File: config.mk
export PLATFORM = sky130hd
export DESIGN_NAME = rpes_cfg_regs
export DESIGN_NICKNAME = d
export VERILOG_FILES = /design/src/hdl/rpes_pkg.sv /design/src/hdl/rpes_cfg_regs.sv
export SDC_FILE = /design/constraint.sdc
export NUM_CORES = 1
export LEC_CHECK = 0
export ABC_AREA = 0
export BUFFER_PORTS_ARGS = -buffer_cell sky130_fd_sc_hd__buf_4
export CAP_MARGIN = 30
export CORE_UTILIZATION = 28
export CTS_BUF_LIST = sky130_fd_sc_hd__clkbuf_16
export CTS_CLUSTER_DIAMETER = 150
export DETAILED_ROUTE_END_ITERATION = 6
export HOLD_SLACK_MARGIN = 0.12
export SLEW_MARGIN = 5
export SYNTH_ARGS = -nofsm -noshare
export SYNTH_HDL_FRONTEND = slang
export SYNTH_SLANG_ARGS = --single-unit
File: constraint.sdc
create_clock -name clk -period 1 [get_ports clk]
set_input_delay 0.05 -clock clk [delete_from_list [all_inputs] [get_ports clk]]
set_output_delay 0.05 -clock clk [all_outputs]
set_load 0.03 [all_outputs]
File: src/hdl/rpes_pkg.sv
// shared types and constants of the refuge population step unit
`default_nettype none
package rpes_pkg;

	localparam int DEF_STATE_WIDTH    = 32;
	localparam int DEF_COEF_FRAC_BITS = 24;

	localparam int FIELD_W   = 32;
	localparam int COEF_W    = 31;
	localparam int CFG_IDX_W = 3;
	localparam int MUL_W     = 64;
	localparam int HALF_W    = MUL_W / 2;
	localparam int PHASE_W   = 3;

	// multiply sequence: partial products on phases 0..3, accumulate 1..4, write 5
	localparam logic [PHASE_W-1:0] PHASE_PP_LAST  = 3'd3;
	localparam logic [PHASE_W-1:0] PHASE_ACC_LAST = 3'd4;
	localparam logic [PHASE_W-1:0] PHASE_WR       = 3'd5;

	localparam logic OP_LOAD = 1'b0;
	localparam logic OP_STEP = 1'b1;

	localparam logic [CFG_IDX_W-1:0] REG_GROWTH_RATE         = 3'd0;
	localparam logic [CFG_IDX_W-1:0] REG_INV_CAPACITY        = 3'd1;
	localparam logic [CFG_IDX_W-1:0] REG_INV_REFUGE_CAPACITY = 3'd2;
	localparam logic [CFG_IDX_W-1:0] REG_WAR_GROWTH          = 3'd3;
	localparam logic [CFG_IDX_W-1:0] REG_WAR_DECLINE         = 3'd4;
	localparam logic [CFG_IDX_W-1:0] REG_FLEE_RATE           = 3'd5;
	localparam logic [CFG_IDX_W-1:0] REG_RETURN_RATE         = 3'd6;

	localparam logic [COEF_W-1:0] RST_GROWTH_RATE         = 31'd167772;
	localparam logic [COEF_W-1:0] RST_INV_CAPACITY        = 31'd16777;
	localparam logic [COEF_W-1:0] RST_INV_REFUGE_CAPACITY = 31'd167772;
	localparam logic [COEF_W-1:0] RST_WAR_GROWTH          = 31'd1677722;
	localparam logic [COEF_W-1:0] RST_WAR_DECLINE         = 31'd167772;
	localparam logic [COEF_W-1:0] RST_FLEE_RATE           = 31'd167772;
	localparam logic [COEF_W-1:0] RST_RETURN_RATE         = 31'd167772;

	typedef struct packed {
		logic               opcode;
		logic [FIELD_W-1:0] init_warfare;
		logic [FIELD_W-1:0] init_population;
		logic [FIELD_W-1:0] init_refuge;
	} in_item_t;

	typedef struct packed {
		logic [FIELD_W-1:0] warfare_out;
		logic [FIELD_W-1:0] population_out;
		logic [FIELD_W-1:0] refuge_out;
		logic               saturated;
	} out_item_t;

	typedef struct packed {
		logic [COEF_W-1:0] growth_rate;
		logic [COEF_W-1:0] inv_capacity;
		logic [COEF_W-1:0] inv_refuge_capacity;
		logic [COEF_W-1:0] war_growth;
		logic [COEF_W-1:0] war_decline;
		logic [COEF_W-1:0] flee_rate;
		logic [COEF_W-1:0] return_rate;
	} cfg_t;

	typedef enum logic [2:0] {
		ST_IDLE,
		ST_MUL,
		ST_SUM,
		ST_ADV,
		ST_FINISH
	} ctrl_state_t;

	// products of one step, in dependency order
	typedef enum logic [3:0] {
		MOP_AY,
		MOP_AYK,
		MOP_XPOS,
		MOP_XNEG,
		MOP_RY,
		MOP_YK,
		MOP_RY2,
		MOP_CX,
		MOP_CXY,
		MOP_DZZ,
		MOP_RZ,
		MOP_ZR,
		MOP_RZ2
	} mul_op_t;

	// which 32-bit halves form a partial product (a half, b half)
	typedef enum logic [1:0] {
		PP_LL,
		PP_LH,
		PP_HL,
		PP_HH
	} pp_sel_t;

	typedef enum logic [1:0] {
		ADV_X,
		ADV_Y,
		ADV_Z
	} adv_sel_t;

	typedef struct packed {
		logic     start;
		logic     load_state;
		mul_op_t  mul_op;
		logic     mul_pp_en;
		pp_sel_t  mul_pp;
		logic     mul_acc_en;
		logic     mul_wr;
		logic     sum_en;
		logic     adv_en;
		adv_sel_t adv_sel;
		logic     out_load;
	} dp_cmd_t;

	typedef struct packed {
		logic    pp_en;
		pp_sel_t pp;
		logic    acc_en;
		logic    state_frac;
	} mul_cmd_t;

endpackage
`default_nettype wire

File: src/hdl/rpes_cfg_regs.sv
// coefficient register bank with plain write port
`default_nettype none
module rpes_cfg_regs (
	input  wire logic                           clk,
	input  wire logic                           arst_n,
	input  wire logic                           cfg_we,
	input  wire logic [rpes_pkg::CFG_IDX_W-1:0] cfg_index,
	input  wire logic [rpes_pkg::COEF_W-1:0]    cfg_data,
	output rpes_pkg::cfg_t                      cfg
);
	import rpes_pkg::*;

	cfg_t cfg_q;

	always_ff @(posedge clk or negedge arst_n) begin
		if (!arst_n) begin
			cfg_q.growth_rate         <= RST_GROWTH_RATE;
			cfg_q.inv_capacity        <= RST_INV_CAPACITY;
			cfg_q.inv_refuge_capacity <= RST_INV_REFUGE_CAPACITY;
			cfg_q.war_growth          <= RST_WAR_GROWTH;
			cfg_q.war_decline         <= RST_WAR_DECLINE;
			cfg_q.flee_rate           <= RST_FLEE_RATE;
			cfg_q.return_rate         <= RST_RETURN_RATE;
		end else if (cfg_we) begin
			unique case (cfg_index)
				REG_GROWTH_RATE:         cfg_q.growth_rate         <= cfg_data;
				REG_INV_CAPACITY:        cfg_q.inv_capacity        <= cfg_data;
				REG_INV_REFUGE_CAPACITY: cfg_q.inv_refuge_capacity <= cfg_data;
				REG_WAR_GROWTH:          cfg_q.war_growth          <= cfg_data;
				REG_WAR_DECLINE:         cfg_q.war_decline         <= cfg_data;
				REG_FLEE_RATE:           cfg_q.flee_rate           <= cfg_data;
				REG_RETURN_RATE:         cfg_q.return_rate         <= cfg_data;
				default: begin
				end
			endcase
		end
	end

	assign cfg = cfg_q;

endmodule
`default_nettype wire

==> results.md, run 1 <==
- Dpl cells: 1105
- CP top delay family: flip-flops
- Final WL: 21.8 mm
- Seq/Total Area, Yosys: 67.0%
- Antenna violations before repair: 0
- Normalized max-slew margin: 78.1%
- 1st-pass router iterations: 4
- DP Area: 10900 um^2
- Crit path max-delay cell type: dfstp_2
- Clock latency on the worst-skew pair: 0.51 ns
- Syn Nets: 499
- Via Count: 5211
- Yosys top cell area share: 45.9%
- Syn Area/Cell: 17.8 um^2
- Layout cells sized above 1: 74.2%
- Vias/cell: 4.32
- Top layer in use: met4
- Clk sink count: 217
- Worst Path Buf+Inv: 1
- Grt ovf: 0
- Final Setup Violations: 219
- Non-Filler Instances: 1205
- Yosys cell types: 10
- Wl on met1: 9.15 mm
- CP arrival: 1.20 ns
- Largest net degree at the start of global routing: 33
- H-Tree Level Count: 1
- Crit path time final: 1.25 ns
- Failing checks: negative setup slack
- CTS buffer count: 25
- Row count: 62
- Starting density of the core: 28.6%
- Die area: 30100 um^2
- Initial DRC Count: 146
- CP required: 0.95 ns
- Cell Chain, Critical Path: buf_6
- Most frequent cells in the layout: buf_6, mux2_2, dfrtp_1
- Largest register FFs: 217
- Final ANT Viol Nets: 0
- Die span in x: 173 um
- Hold_buf cts: 32
- Final worst path period share: 125%
- Setup Skew: 0 ns
- Yosys reg bits: 217
- Gr usage total: 14.4%
- Clock root buffer master: clkbuf_16
- Maximum clock insertion buffer count: 3
- Routed met2 length: 10.9 mm
- Placer Congestion: 0.717
- IO Count: 254
- Synthesized area: 8220 um^2
- Layout Nets: 840
- Crit Path Class: reg2out
- Ys Warns: 0
- P&R area growth vs syn: 56.5%
- Met3 wire length: 1.38 mm
- Final worst slack: -0.247 ns
- Vias in the first global route: 5613
- Drt wl/cell: 18.1 um
- Max Fanout on Critical Path: 2
- Die height: 173 um
- Cell count after synthesis: 462
- Fmax: 802 MHz
- Final Cell Area: 12900 um^2
- DRC: 0
- Slew @ Worst Pin: 0.328 ns
- TritonCTS clock tree: done
- Top post-synthesis cells by area: dfrtp_1, mux2_2, dfstp_2
- Status: finished with violations
- Port Buffers: 253
- Worst hold path type: in2async
- RSZ-0062 raised after global routing: yes
- Startpoint class of the critical path: flop
- Pins Over Slew Limit: 0
- WHS: 0.0246 ns
- Core ar.: 28800 um^2
- Max-Cap Viols: 0
- DP HPWL: 14.9 mm
- Largest stage delay, worst path: 0.55 ns
- Diode count: 0
- Pwr per Cell Area: 2490 nW/um^2
- Final number of hold-violating endpoints: 0
- Clock-pin slew on the worst setup and hold paths: 0.06 ns
- Commonest non-fill, non-tap cell in the layout: buf_6
- Worst setup EP type: primary output
- Cell taking the most area after synthesis: dfrtp_1
- VDD IR max: 1.24 mV
- Leakage: 5.76 nW
- Dpl ws: -0.299 ns
- First-pass GRT wire length: 34.0 mm
## cell type report
cell class | instances | area, um^2
Clock buffer | 25 | 626
Clock inverter | 20 | 82.6
Fill cell | 2571 | 15900
Multi-Input combinational cell | 224 | 2540
Sequential cell | 217 | 5510
Tap cell | 384 | 480
Timing Repair Buffer | 335 | 3630
## path summary, 6_finish.rpt
| check | from | end | slack [ns] | cells after the start |
|---|---|---|---|---|
| setup / recovery | cfg[155] | cfg[155] | -0.25 | 1 |
| hold / removal | arst_n | cfg[129] | 0.02 | 2 |
| setup reg to reg | cfg[175] | cfg[175] | -0.02 | 3 |
| hold reg to reg | cfg[216] | cfg[216] | 0.51 | 1 |
| max in group asynchronous | arst_n | cfg[139] | 0.42 | 3 |
| min in group clk | cfg_index[1] | cfg[216] | 0.15 | 4 |
## synthesized netlist by cell type
master,instances
dfrtp_1,151
buf_4,3
nor4b_4,1
dfstp_2,66
and4bb_4,3
mux2_2,208
buf_2,9
buf_6,9
mux2_1,9
nand4b_1,3
## per-layer routing
layer  up-vias  global-route usage (%)
met5         -                       0
met4         0                    3.54
met3        34                    4.06
met2       149                    24.5
met1      2689                    18.1
li1       2339                       -
## cells by family (layout without fill, tap and decap cells)
kind of cell / Yosys count / in the layout / share of synthesized area, %
buffers and inverters: 21 / 380 / 2.05
DFF: 217 / 217 / 67.0
muxes: 217 / 217 / 29.7
and+or+nand+nor: 7 / 7 / 1.20
## what timing repair did
item,4_1_cts,5_1_grt
endpoints found under the hold margin,434,13
setup buffers,12,11
pin swaps,0,0
setup endpoints to repair,217,217
gates resized for setup,217,0
## where the power goes
group / leakage [nW] / internal (W) / total [W] / switching, W
Combinational: 2.86 / 0.00557 / 0.0116 / 0.00601
Sequential: 2.51 / 0.0112 / 0.0126 / 0.00139
Clock: 0.396 / 0.00448 / 0.00794 / 0.00346
Total: 5.76 / 0.0212 / 0.0321 / 0.0109
## through the flow
stage          util [%]  total power (W)  TNS, ns
2_1_floorplan         -           0.0180   -0.773
3_3_place_gp       37.7           0.0223   -43.00
3_5_place_dp       37.7           0.0224   -45.31
4_1_cts            44.4           0.0324   -36.43
5_1_grt            44.7           0.0335   -39.63
6_report           44.7           0.0321   -30.13
Power figures use the tool's default switching activity.
==> run 2: changes to the inputs <==
Settings changed: CELL_PAD_IN_SITES_DETAIL_PLACEMENT set to 1, CELL_PAD_IN_SITES_GLOBAL_PLACEMENT set to 1, PLACE_DENSITY_LB_ADDON set to 0.1.
==> run 2 against run 1 <==
  * The run still ends with negative setup slack left
  * Die area unchanged
  * Global-route usage up 2.0 points
  * Final cell count down 0.25%
  * Utilization up 0.19 points
  * Register-to-register slack better by 0.03 ns
  * Combinational power about the same
  * Largest power group unchanged
  * Highest routed layer unchanged
==> results.md, run 2 (same netlist as run 1, synthesis figures left out) <==
- Slew @ Worst Pin: 0.334 ns (was 0.328 ns)
- Placer Congestion: 0.711 (was 0.717)
- Core ar.: 28800 um^2 (unchanged)
- CTS buffer count: 25 (unchanged)
- Crit path max-delay cell type: dfstp_2 (unchanged)
- Port Buffers: 253 (unchanged)
- DP HPWL: 16.4 mm (was 14.9 mm)
- Row count: 62 (unchanged)
- Die height: 173 um (unchanged)
- Commonest non-fill, non-tap cell in the layout: buf_6 (unchanged)
- Switching Share: 33.4% (was 33.8%)
- Pwr per Cell Area: 2560 nW/um^2 (was 2490 nW/um^2)
- CP arrival: 1.20 ns (about the same)
- Via Count: 5318 (was 5211)
- Clock-pin slew on the worst setup and hold paths: 0.06 ns (about the same)
- RSZ-0062 raised after global routing: yes (unchanged)
- WHS: 0.0272 ns (was 0.0246 ns)
- Antenna violations before repair: 0 (unchanged)
- Leakage: 5.77 nW (was 5.76 nW)
- Largest register FFs: 217 (unchanged)
- VDD IR max: 1.20 mV (was 1.24 mV)
- Diode count: 0 (unchanged)
- Crit Path Class: reg2out (unchanged)
- Clk sink count: 217 (unchanged)
- Drt wl/cell: 20.2 um (was 18.1 um)
- Max Fanout on Critical Path: 2 (unchanged)
- Internal power: 0.0221 W (was 0.0212 W)
- Die area: 30100 um^2 (unchanged)
- Layout Nets: 837 (was 840)
- Final core occ: 44.9% (was 44.7%)
- Crit path time final: 1.25 ns (about the same)
- Most frequent cells in the layout: buf_6, mux2_2, dfrtp_1 (unchanged)
- First-pass GRT wire length: 38.0 mm (was 34.0 mm)
- Largest stage delay, worst path: 0.56 ns (was 0.55 ns)
- Fmax: 800 MHz (was 802 MHz)
- Final ANT Viol Nets: 0 (unchanged)
- Max-Cap Viols: 0 (unchanged)
- 1st-pass router iterations: 4 (unchanged)
- Clk pwr share: 26.5% (was 24.8%)
- Final worst slack: -0.250 ns (was -0.247 ns)
- CP top delay family: flip-flops (unchanged)
- Normalized max-slew margin: 77.7% (was 78.1%)
- Vias/cell: 4.42 (was 4.32)
- Layout cells sized above 1: 74.8% (was 74.2%)
- Clock latency on the worst-skew pair: 0.50 ns (was 0.51 ns)
- Sequential Power Share: 38.3% (was 39.2%)
- Maximum clock insertion buffer count: 3 (unchanged)
- Starting density of the core: 28.6% (unchanged)
- TritonCTS clock tree: done (unchanged)
- DRC: 0 (unchanged)
- Status: finished with violations (unchanged)
- Sw power: 0.0110 W (was 0.0109 W)
- Die span in x: 173 um (unchanged)
- Worst hold path type: in2async (unchanged)
- Startpoint class of the critical path: flop (unchanged)
- Final number of hold-violating endpoints: 0 (unchanged)
- Final Setup Violations: 217 (was 219)
- Worst Path Buf+Inv: 1 (unchanged)
- Worst setup EP type: primary output (unchanged)
- Final WL: 24.3 mm (was 21.8 mm)
- Gr usage total: 16.4% (was 14.4%)
- IO Count: 254 (unchanged)
- Final worst path period share: 125% (about the same)
- Clock root buffer master: clkbuf_16 (unchanged)
- Failing checks: negative setup slack (unchanged)
- Pins Over Slew Limit: 0 (unchanged)
- Largest net degree at the start of global routing: 38 (was 33)
- Vias in the first global route: 5935 (was 5613)
- Comb power frac: 35.2% (was 36.1%)
- Cell Chain, Critical Path: buf_6 (unchanged)
- Initial DRC Count: 151 (was 146)
- H-Tree Level Count: 1 (unchanged)
- Hold_buf cts: 32 (unchanged)
- P&R area growth vs syn: 57.2% (was 56.5%)
- CP required: 0.95 ns (about the same)
- Setup Skew: 0 ns (unchanged)
- Grt ovf: 0 (unchanged)
run 2: final timing paths:
kind | startpoint | to | slack [ns] | cells after the start
max in group asynchronous | arst_n | cfg[2] | 0.37 | 3
worst max register to register | cfg[83] | cfg[83] | 0.01 | 3
worst max-delay path | cfg[126] | cfg[126] | -0.25 | 1
worst min-delay path | arst_n | cfg[93] | 0.03 | 2
worst min register to register | cfg[84] | cfg[84] | 0.52 | 1
min in group clk | cfg_index[0] | cfg[216] | 0.19 | 4
run 2: through the flow:
stage / setup slack, ns / instances / TNS [ns] / total power (W) / area, um^2
2_1_floorplan: -0.0395 / 462 / -0.773 / 0.0180 / 8220
3_3_place_gp: -0.280 / 1099 / -42.28 / 0.0224 / 10800
3_5_place_dp: -0.326 / 1099 / -47.55 / 0.0226 / 10800
4_1_cts: -0.287 / 1190 / -34.60 / 0.0334 / 12800
5_1_grt: -0.292 / 1202 / -37.86 / 0.0346 / 12900
6_report: -0.250 / 1202 / -27.61 / 0.0331 / 12900
run 2: what timing repair did:
action                                 CTS  global route
endpoints found under the hold margin  434            19
setup buffers                           14            12
gates resized for setup                217             2
setup endpoints to repair              217           217
run 2: power by group through the flow:
stage	combinational (W)	sequential [W]	clock, W
after global placement	0.0100	0.0123	0
after detailed placement	0.0101	0.0125	0
after global routing	0.0122	0.0130	0.00945
after floorplan	0.00183	0.0162	0
final	0.0117	0.0127	0.00878
after CTS	0.0116	0.0127	0.00909
run 2: final cells by class:
type | instances | area (um^2)
clock buffers | 25 | 626
well taps | 384 | 480
repair buffers | 332 | 3600
flip-flops and latches | 217 | 5510
fillers | 2829 | 15900
clock inverters | 20 | 164
multi-input cells | 224 | 2550
run 2: metal layers:
layer,part of all wire [%],track usage [%]
met4,1.6,3.24
met2,50,27.8
met3,6.1,4.36
met1,42,21.1
met5,0,0
