$ cat config.mk
export PLATFORM = sky130hd
export DESIGN_NAME = rpes_ctrl
export DESIGN_NICKNAME = d
export VERILOG_FILES = /design/src/hdl/rpes_pkg.sv /design/src/hdl/rpes_ctrl.sv
export SDC_FILE = /design/constraint.sdc
export NUM_CORES = 1
export LEC_CHECK = 0
export BUFFER_PORTS_ARGS = -buffer_cell sky130_fd_sc_hd__buf_4
export CAP_MARGIN = 5
export CELL_PAD_IN_SITES_DETAIL_PLACEMENT = 1
export CELL_PAD_IN_SITES_GLOBAL_PLACEMENT = 1
export CORE_MARGIN = 5
export CORE_UTILIZATION = 31
export DETAILED_ROUTE_END_ITERATION = 16
export PLACE_DENSITY = 0.67
export SKIP_CTS_REPAIR_TIMING = 1
export SYNTH_ARGS = -nofsm -noshare
export SYNTH_HDL_FRONTEND = slang
export SYNTH_SLANG_ARGS = --single-unit
$ cat constraint.sdc
create_clock -name clk -period 4.65 [get_ports clk]
set_input_delay 0.2325 -clock clk [delete_from_list [all_inputs] [get_ports clk]]
set_output_delay 0.2325 -clock clk [all_outputs]
set_load 0.1 [all_outputs]
$ cat src/hdl/rpes_pkg.sv
// shared types and constants of the refuge population step unit
`default_nettype none
package rpes_pkg;

	localparam int DEF_STATE_WIDTH    = 32;
	localparam int DEF_COEF_FRAC_BITS = 24;

	localparam int FIELD_W   = 32;
	localparam int COEF_W    = 31;
	localparam int CFG_IDX_W = 3;
	localparam int MUL_W     = 64;
	localparam int HALF_W    = MUL_W / 2;
	localparam int PHASE_W   = 3;

	// multiply sequence: partial products on phases 0..3, accumulate 1..4, write 5
	localparam logic [PHASE_W-1:0] PHASE_PP_LAST  = 3'd3;
	localparam logic [PHASE_W-1:0] PHASE_ACC_LAST = 3'd4;
	localparam logic [PHASE_W-1:0] PHASE_WR       = 3'd5;

	localparam logic OP_LOAD = 1'b0;
	localparam logic OP_STEP = 1'b1;

	localparam logic [CFG_IDX_W-1:0] REG_GROWTH_RATE         = 3'd0;
	localparam logic [CFG_IDX_W-1:0] REG_INV_CAPACITY        = 3'd1;
	localparam logic [CFG_IDX_W-1:0] REG_INV_REFUGE_CAPACITY = 3'd2;
	localparam logic [CFG_IDX_W-1:0] REG_WAR_GROWTH          = 3'd3;
	localparam logic [CFG_IDX_W-1:0] REG_WAR_DECLINE         = 3'd4;
	localparam logic [CFG_IDX_W-1:0] REG_FLEE_RATE           = 3'd5;
	localparam logic [CFG_IDX_W-1:0] REG_RETURN_RATE         = 3'd6;

	localparam logic [COEF_W-1:0] RST_GROWTH_RATE         = 31'd167772;
	localparam logic [COEF_W-1:0] RST_INV_CAPACITY        = 31'd16777;
	localparam logic [COEF_W-1:0] RST_INV_REFUGE_CAPACITY = 31'd167772;
	localparam logic [COEF_W-1:0] RST_WAR_GROWTH          = 31'd1677722;
	localparam logic [COEF_W-1:0] RST_WAR_DECLINE         = 31'd167772;
	localparam logic [COEF_W-1:0] RST_FLEE_RATE           = 31'd167772;
	localparam logic [COEF_W-1:0] RST_RETURN_RATE         = 31'd167772;

	typedef struct packed {
		logic               opcode;
		logic [FIELD_W-1:0] init_warfare;
		logic [FIELD_W-1:0] init_population;
		logic [FIELD_W-1:0] init_refuge;
	} in_item_t;

	typedef struct packed {
		logic [FIELD_W-1:0] warfare_out;
		logic [FIELD_W-1:0] population_out;
		logic [FIELD_W-1:0] refuge_out;
		logic               saturated;
	} out_item_t;

	typedef struct packed {
		logic [COEF_W-1:0] growth_rate;
		logic [COEF_W-1:0] inv_capacity;
		logic [COEF_W-1:0] inv_refuge_capacity;
		logic [COEF_W-1:0] war_growth;
		logic [COEF_W-1:0] war_decline;
		logic [COEF_W-1:0] flee_rate;
		logic [COEF_W-1:0] return_rate;
	} cfg_t;

	typedef enum logic [2:0] {
		ST_IDLE,
		ST_MUL,
		ST_SUM,
		ST_ADV,
		ST_FINISH
	} ctrl_state_t;

	// products of one step, in dependency order
	typedef enum logic [3:0] {
		MOP_AY,
		MOP_AYK,
		MOP_XPOS,
		MOP_XNEG,
		MOP_RY,
		MOP_YK,
		MOP_RY2,
		MOP_CX,
		MOP_CXY,
		MOP_DZZ,
		MOP_RZ,
		MOP_ZR,
		MOP_RZ2
	} mul_op_t;

	// which 32-bit halves form a partial product (a half, b half)
	typedef enum logic [1:0] {
		PP_LL,
		PP_LH,
		PP_HL,
		PP_HH
	} pp_sel_t;

	typedef enum logic [1:0] {
		ADV_X,
		ADV_Y,
		ADV_Z
	} adv_sel_t;

	typedef struct packed {
		logic     start;
		logic     load_state;
		mul_op_t  mul_op;
		logic     mul_pp_en;
		pp_sel_t  mul_pp;
		logic     mul_acc_en;
		logic     mul_wr;
		logic     sum_en;
		logic     adv_en;
		adv_sel_t adv_sel;
		logic     out_load;
	} dp_cmd_t;

	typedef struct packed {
		logic    pp_en;
		pp_sel_t pp;
		logic    acc_en;
		logic    state_frac;
	} mul_cmd_t;

endpackage
`default_nettype wire

$ cat src/hdl/rpes_ctrl.sv
// sequencer for load and step items, with the output valid flag
`default_nettype none
module rpes_ctrl (
	input  wire logic         clk,
	input  wire logic         arst_n,
	input  wire logic         in_valid,
	input  wire logic         opcode,
	output logic              in_stall,
	output logic              out_valid,
	input  wire logic         out_stall,
	output rpes_pkg::dp_cmd_t cmd
);
	import rpes_pkg::*;

	ctrl_state_t          state_q, state_d;
	mul_op_t              op_q, op_d;
	logic [PHASE_W-1:0]   phase_q, phase_d;
	adv_sel_t             adv_q, adv_d;
	logic                 out_valid_q, out_valid_d;

	always_ff @(posedge clk or negedge arst_n) begin
		if (!arst_n) begin
			state_q     <= ST_IDLE;
			op_q        <= MOP_AY;
			phase_q     <= '0;
			adv_q       <= ADV_X;
			out_valid_q <= 1'b0;
		end else begin
			state_q     <= state_d;
			op_q        <= op_d;
			phase_q     <= phase_d;
			adv_q       <= adv_d;
			out_valid_q <= out_valid_d;
		end
	end

	always_comb begin
		state_d     = state_q;
		op_d        = op_q;
		phase_d     = phase_q;
		adv_d       = adv_q;
		out_valid_d = out_valid_q && out_stall;
		in_stall    = 1'b1;
		cmd         = '0;
		cmd.mul_op  = op_q;
		cmd.mul_pp  = pp_sel_t'(phase_q[1:0]);
		cmd.adv_sel = adv_q;
		unique case (state_q)
			ST_IDLE: begin
				in_stall = 1'b0;
				if (in_valid) begin
					cmd.start      = 1'b1;
					cmd.load_state = (opcode == OP_LOAD);
					if (opcode == OP_STEP) begin
						state_d = ST_MUL;
						op_d    = MOP_AY;
						phase_d = '0;
					end else begin
						state_d = ST_FINISH;
					end
				end
			end
			ST_MUL: begin
				cmd.mul_pp_en  = (phase_q <= PHASE_PP_LAST);
				cmd.mul_acc_en = (phase_q != '0) && (phase_q <= PHASE_ACC_LAST);
				cmd.mul_wr     = (phase_q == PHASE_WR);
				if (phase_q == PHASE_WR) begin
					phase_d = '0;
					if (op_q == MOP_RZ2) begin
						state_d = ST_SUM;
					end else begin
						op_d = mul_op_t'(op_q + 4'd1);
					end
				end else begin
					phase_d = phase_q + 3'd1;
				end
			end
			ST_SUM: begin
				cmd.sum_en = 1'b1;
				state_d    = ST_ADV;
				adv_d      = ADV_X;
			end
			ST_ADV: begin
				cmd.adv_en = 1'b1;
				if (adv_q == ADV_Z) begin
					state_d = ST_FINISH;
				end else begin
					adv_d = adv_sel_t'(adv_q + 2'd1);
				end
			end
			ST_FINISH: begin
				// output register frees up when empty or when its result transfers now
				if (!out_valid_q || !out_stall) begin
					cmd.out_load = 1'b1;
					out_valid_d  = 1'b1;
					state_d      = ST_IDLE;
				end
			end
			default: begin
				state_d = ST_IDLE;
			end
		endcase
	end

	assign out_valid = out_valid_q;

`ifndef SYNTH
	a_busy_after_accept: assert property (@(posedge clk) disable iff (!arst_n)
		in_valid && !in_stall |=> in_stall)
		else $error("block not busy after an input transfer");

	a_no_overwrite: assert property (@(posedge clk) disable iff (!arst_n)
		cmd.out_load |-> !(out_valid && out_stall))
		else $error("output register overwritten while stalled");

	a_write_after_acc: assert property (@(posedge clk) disable iff (!arst_n)
		cmd.mul_wr |-> $past(cmd.mul_acc_en))
		else $error("product written without a final accumulate");

	a_adv_after_sum: assert property (@(posedge clk) disable iff (!arst_n)
		cmd.sum_en |=> cmd.adv_en && cmd.adv_sel == ADV_X)
		else $error("advance did not follow the difference sums");
`endif

endmodule
`default_nettype wire

==> reports/results.txt, run 1 <==
Via density - 5.12
Clock buffer depth - 2
Vias in the first global route - 777
Most frequent cells in the layout - buf_4, dfrtp_1, nor2_1
Core ar. - 2690 um2
Crit. End Element - output pin
H-tree Lvls - 1
Reg2reg setup slack - 2600 ps
Synth top area cells - dfrtp_1, ha_1, o21ai_0, nor2_1, buf_6
Synth Warn # - 0
Setup violators final - 0
Period Utilization, post-route - 46.1%
R2R depth - 4
Row count - 19
Die extent in x - 62.3 um
Most common cell after layout, fill and taps aside - buf_4
Initial antenna violation count - 0
Synth Net Count - 102
Max Fclk - 466 MHz
Routed Antenna Nets - 0
Hold_sp - out_stall
Tmin final - 2140 ps
Drt total wl - 2130 um
ANT cells - 0
Sequential standard cell area - 325 um2
Hold endpoint - out_valid
Reg clk slew, reported paths - 80 ps
GRT Residual Overflow - 0
Routability congestion estimate - 0.795
Wire per inst - 14.6 um
RR Startpoint - state_q[0]
Status - completed
Crit Path Category - register to output pin
First-pass GRT wire length - 3680 um
DP Cell Count - 141
Die height - 62.3 um
Post-route insts no fill - 146
Post-synth top area share - 38.3%
DRT iter0 DRCs - 25
Area Overhead vs Synth - 22.6%
Fin nets - 125
Drc violations - 0
Worst EP required - 4420 ps
Max cap viols - 0
Sink Count - 13
CTS Buf Count - 3
Skew-Pair Late Insertion Delay - 280 ps
CTS root buf - clkbuf_4
Post-Synthesis Cells - 93
Final HPWL DP - 1640 um
GRT Util Overall - 11.4%
Unrepaired setup endpoints after global routing - false
CTS tree - done
Worst rel slew slack - 59.4%
I/O Buffers - 22
DRT Pass-1 Iters - 2
Sequential cell area fraction in the yosys report - 38.3%
Hold Path Class - input pin to register
Area of the multi-input gates - 448 um2
Post-layout util - 38.7%
Area leader, netlist - dfrtp_1
Mapped Area - 848 um2
Max Fanout on Critical Path - 10
Ports - 23
Worst slew pin tran - 607 ps
Vias - 747
Slew Limit Fails - 0
Initial Util - 31.6%
Startpoint Class - register
Synth Area per Inst - 9.12 um2
Capturing point of the worst reg2reg path - op_q[2]
Total die area - 3880 um2
Yosys cell types - 33
Hold Crit Depth - 3
Seq cells post-synth - 13
Largest net degree at the start of global routing - 14
Share of post-route cells with drive strength above 1 - 29.6%
Crit path DAT - 1910 ps
# fillers - 331
TNS Setup - 0 ps
Final Hold Vio Count - 0
Final clock skew - 7.51 ps
==> flip-flops by register name (all words and copies together), names as in the netlist <==
register   cells
phase_q        3
op_q           4
adv_q          2
state_q        3
out_valid      1
==> per-layer routing <==
layer	up-vias	share of wire, %	global-route usage [%]
li1	368	-	-
met1	360	49	15.0
met2	17	45	17.7
met3	2	5.6	4.14
met4	0	0.42	2.39
met5	-	0	0
==> kinds of logic (layout without fill, tap and decap cells) <==
logic type      Yosys count  in the layout  share of synthesized area (%)
xor+xnor                  1              1                           1.03
compound gates           23             23                           18.3
flops                    13             13                           38.3
fa+ha+maj                 4              4                           5.90
buf+inv                  12             34                           8.85
simple gates             40             40                           27.6
==> per-stage QoR <==
stage          cell area, um2  hold slack (ps)  setup slack [ps]
3_3_place_gp             1000             89.0              2740
5_1_grt                  1040              167              2320
6_report                 1040              171              2510
3_5_place_dp             1000             90.3              2600
2_1_floorplan             848            -63.1              1870
4_1_cts                  1030             -218              2500
==> critical path: stages (launching register included) <==
cell and delay (ps):
dfrtp_1 530, nor3b_1 560, and3_1 250, buf_4 290
==> worst max-delay path by stage <==
stage / cells after the start / from / to
2_1_floorplan: 3 / state_q[0] / cmd[14]
3_3_place_gp: 4 / state_q[0] / op_q[2]
3_5_place_dp: 4 / state_q[0] / op_q[2]
4_1_cts: 3 / state_q[0] / cmd[5]
5_1_grt: 3 / state_q[0] / cmd[5]
6_report: 3 / state_q[0] / cmd[5]
==> cells in the mapped netlist <==
master,instances
and2b_2,1
nor2_1,10
ha_1,4
o41ai_2,1
a31oi_1,2
a21o_2,1
nor4b_4,1
a21o_1,1
nor4b_1,1
nand2b_1,1
or3_2,1
a211o_1,1
or2_4,1
o21ai_0,8
dfrtp_1,13
o31ai_1,1
and3_2,2
nor4_1,2
nor3_1,2
xnor2_1,1
buf_6,3
inv_1,7
or3b_1,1
nor3b_1,2
o41ai_1,1
nand3_1,2
nand4_1,1
and3_1,1
a2bb2oi_2,1
and2_1,3
nand2_1,8
buf_4,2
a21oi_1,6
==> final cells by class <==
class | instances | share of cell area [%]
multi-input cells | 68 | 43.1
flip-flops and latches | 13 | 31.3
repair buffers | 23 | 16.8
well taps | 31 | 3.73
clock buffers | 4 | 2.53
inverters | 7 | 2.53
Power of run 1 is left out: the tool's default activity adds up to more than one toggle a clock period on the data nets, which glitch-free logic cannot reach.
==> run 2: changes to the inputs <==
==> constraint.sdc (replaced) <==
create_clock -name clk -period 2.25 [get_ports clk]
set_input_delay 0.1125 -clock clk [delete_from_list [all_inputs] [get_ports clk]]
set_output_delay 0.1125 -clock clk [all_outputs]
set_load 0.1 [all_outputs]
==> reports/results.txt, run 2 (synthesized netlist as in run 1, its figures left out) <==
Status - completed (unchanged)
DRT iter0 DRCs - 13 (was 25)
Crit Path Category - register to output pin (unchanged)
CTS tree - done (unchanged)
RR Startpoint - state_q[0] (unchanged)
Setup violators final - 0 (unchanged)
DRT Pass-1 Iters - 4 (was 2)
Tmin final - 1960 ps
Wire per inst - 14.0 um (was 14.6 um)
R2R depth - 4 (unchanged)
Drt total wl - 2090 um (was 2130 um)
CTS Buf Count - 3 (unchanged)
Max Fanout on Critical Path - 10 (unchanged)
Final clock skew - 0.334 ps (was 7.51 ps)
Crit path launch - state_q[0] (unchanged)
Crit path DAT - 1850 ps (was 1910 ps)
H-tree Lvls - 1 (unchanged)
Hold endpoint - out_valid (unchanged)
Unrepaired setup endpoints after global routing - false (unchanged)
Sink Count - 13 (unchanged)
Core ar. - 2690 um2 (unchanged)
Hold Crit Depth - 3 (unchanged)
Ports - 23 (unchanged)
Initial antenna violation count - 0 (unchanged)
Most common cell after layout, fill and taps aside - buf_4 (unchanged)
Startpoint Class - register (unchanged)
Via density - 5.09 (was 5.12)
Max cap viols - 0 (unchanged)
Drc violations - 0 (unchanged)
Crit. End Element - output pin (unchanged)
Area Overhead vs Synth - 26.4% (was 22.6%)
Final HPWL DP - 1680 um (was 1640 um)
Reg clk slew, reported paths - 80 ps (about the same)
Die height - 62.3 um (unchanged)
Die extent in x - 62.3 um (unchanged)
Routed Antenna Nets - 0 (unchanged)
Capturing point of the worst reg2reg path - op_q[2] (unchanged)
Vias in the first global route - 788 (was 777)
Worst rel slew slack - 66.6% (was 59.4%)
Share of post-route cells with drive strength above 1 - 34.7% (was 29.6%)
Flip-flop count of the largest register after layout - 4 (unchanged)
Vias - 758 (was 747)
Final Hold Vio Count - 0 (unchanged)
ANT cells - 0 (unchanged)
Hold_sp - out_stall (unchanged)
Max Fclk - 510 MHz
GRT Residual Overflow - 0 (unchanged)
Fin nets - 128 (was 125)
Skew-Pair Late Insertion Delay - 270 ps (was 280 ps)
Largest net degree at the start of global routing - 14 (unchanged)
Initial Util - 31.6% (unchanged)
GRT Util Overall - 11.2% (was 11.4%)
First-pass GRT wire length - 3590 um (was 3680 um)
DP Cell Count - 144 (was 141)
Hold Path Class - input pin to register (unchanged)
Placed cell areas - 1040 um2 (was 1000 um2)
Worst Hold Slack - 58.4 ps (was 171 ps)
Row count - 19 (unchanged)
I/O Buffers - 22 (unchanged)
Period Utilization, post-route - 87.2%
Largest Register - op_q (unchanged)
Routability congestion estimate - 0.767 (was 0.795)
Total die area - 3880 um2 (unchanged)
Slew Limit Fails - 0 (unchanged)
Reg2reg setup slack - 370 ps (was 2600 ps)
CTS root buf - clkbuf_4 (unchanged)
Top flop regs - op_q: 4 flops, phase_q: 3 flops, state_q: 3 flops (unchanged)
Final Cell Area - 1070 um2 (was 1040 um2)
Post-route insts no fill - 149 (was 146)
Most frequent cells in the layout - buf_4, dfrtp_1, nor2_1, nand2_1, o21ai_0 (was buf_4, dfrtp_1, nor2_1)
Clock buffer depth - 2 (unchanged)
Worst slew pin tran - 502 ps (was 607 ps)
Worst EP required - 2140 ps (was 4420 ps)
Post-layout util - 39.9% (was 38.7%)
## run 2: changes by cell type in the layout (fill, tap and decap cells not counted)
cell / delta
and2_2: +1
nor2_2: +2
and2_1: -1
buf_4: +3
a21oi_1: -1
a21oi_2: +1
nor2_1: -2
## run 2: final cells by class
class,instances,area (um2)
fill,324,1610
sequential,13,325
timing repair buffer,26,198
tap,31,38.8
clock buffer,4,26.3
multi-input combinational,68,458
inverter,7,26.3
## run 2: stage by stage
| stage | setup WS (ps) | TNS [ps] |
|---|---|---|
| after floorplan | -259 | -932 |
| after global placement | 457 | 0 |
| after detailed placement | 383 | 0 |
| after CTS | 270 | 0 |
| after global routing | 199 | 0 |
| final | 288 | 0 |
## run 2: routing by layer
layer  wire (um)  vias to the layer above  track usage (%)  share of wire (%)
met5           0                        -                0                  0
met4          19                        0             4.77               0.91
met3          71                        2             2.16                3.4
met2        1060                       11             19.6                 51
met1         943                      371             13.2                 45
li1            -                      374                -                  -
## run 2: critical path, stage by stage (launching register included)
cell	delay, ps
dfrtp_1	540
or3b_1	460
buf_4	200
nor2_2	100
buf_4	290
## run 2: worst max path at each step
stage | endpoint | slack [ps] | cells after the start
2_1_floorplan | op_q[2] | -260 | 5
3_3_place_gp | op_q[2] | 460 | 4
3_5_place_dp | op_q[2] | 380 | 4
4_1_cts | cmd[6] | 270 | 4
5_1_grt | cmd[9] | 200 | 4
6_report | cmd[6] | 290 | 4
Power of run 2 is left out for the same reason.
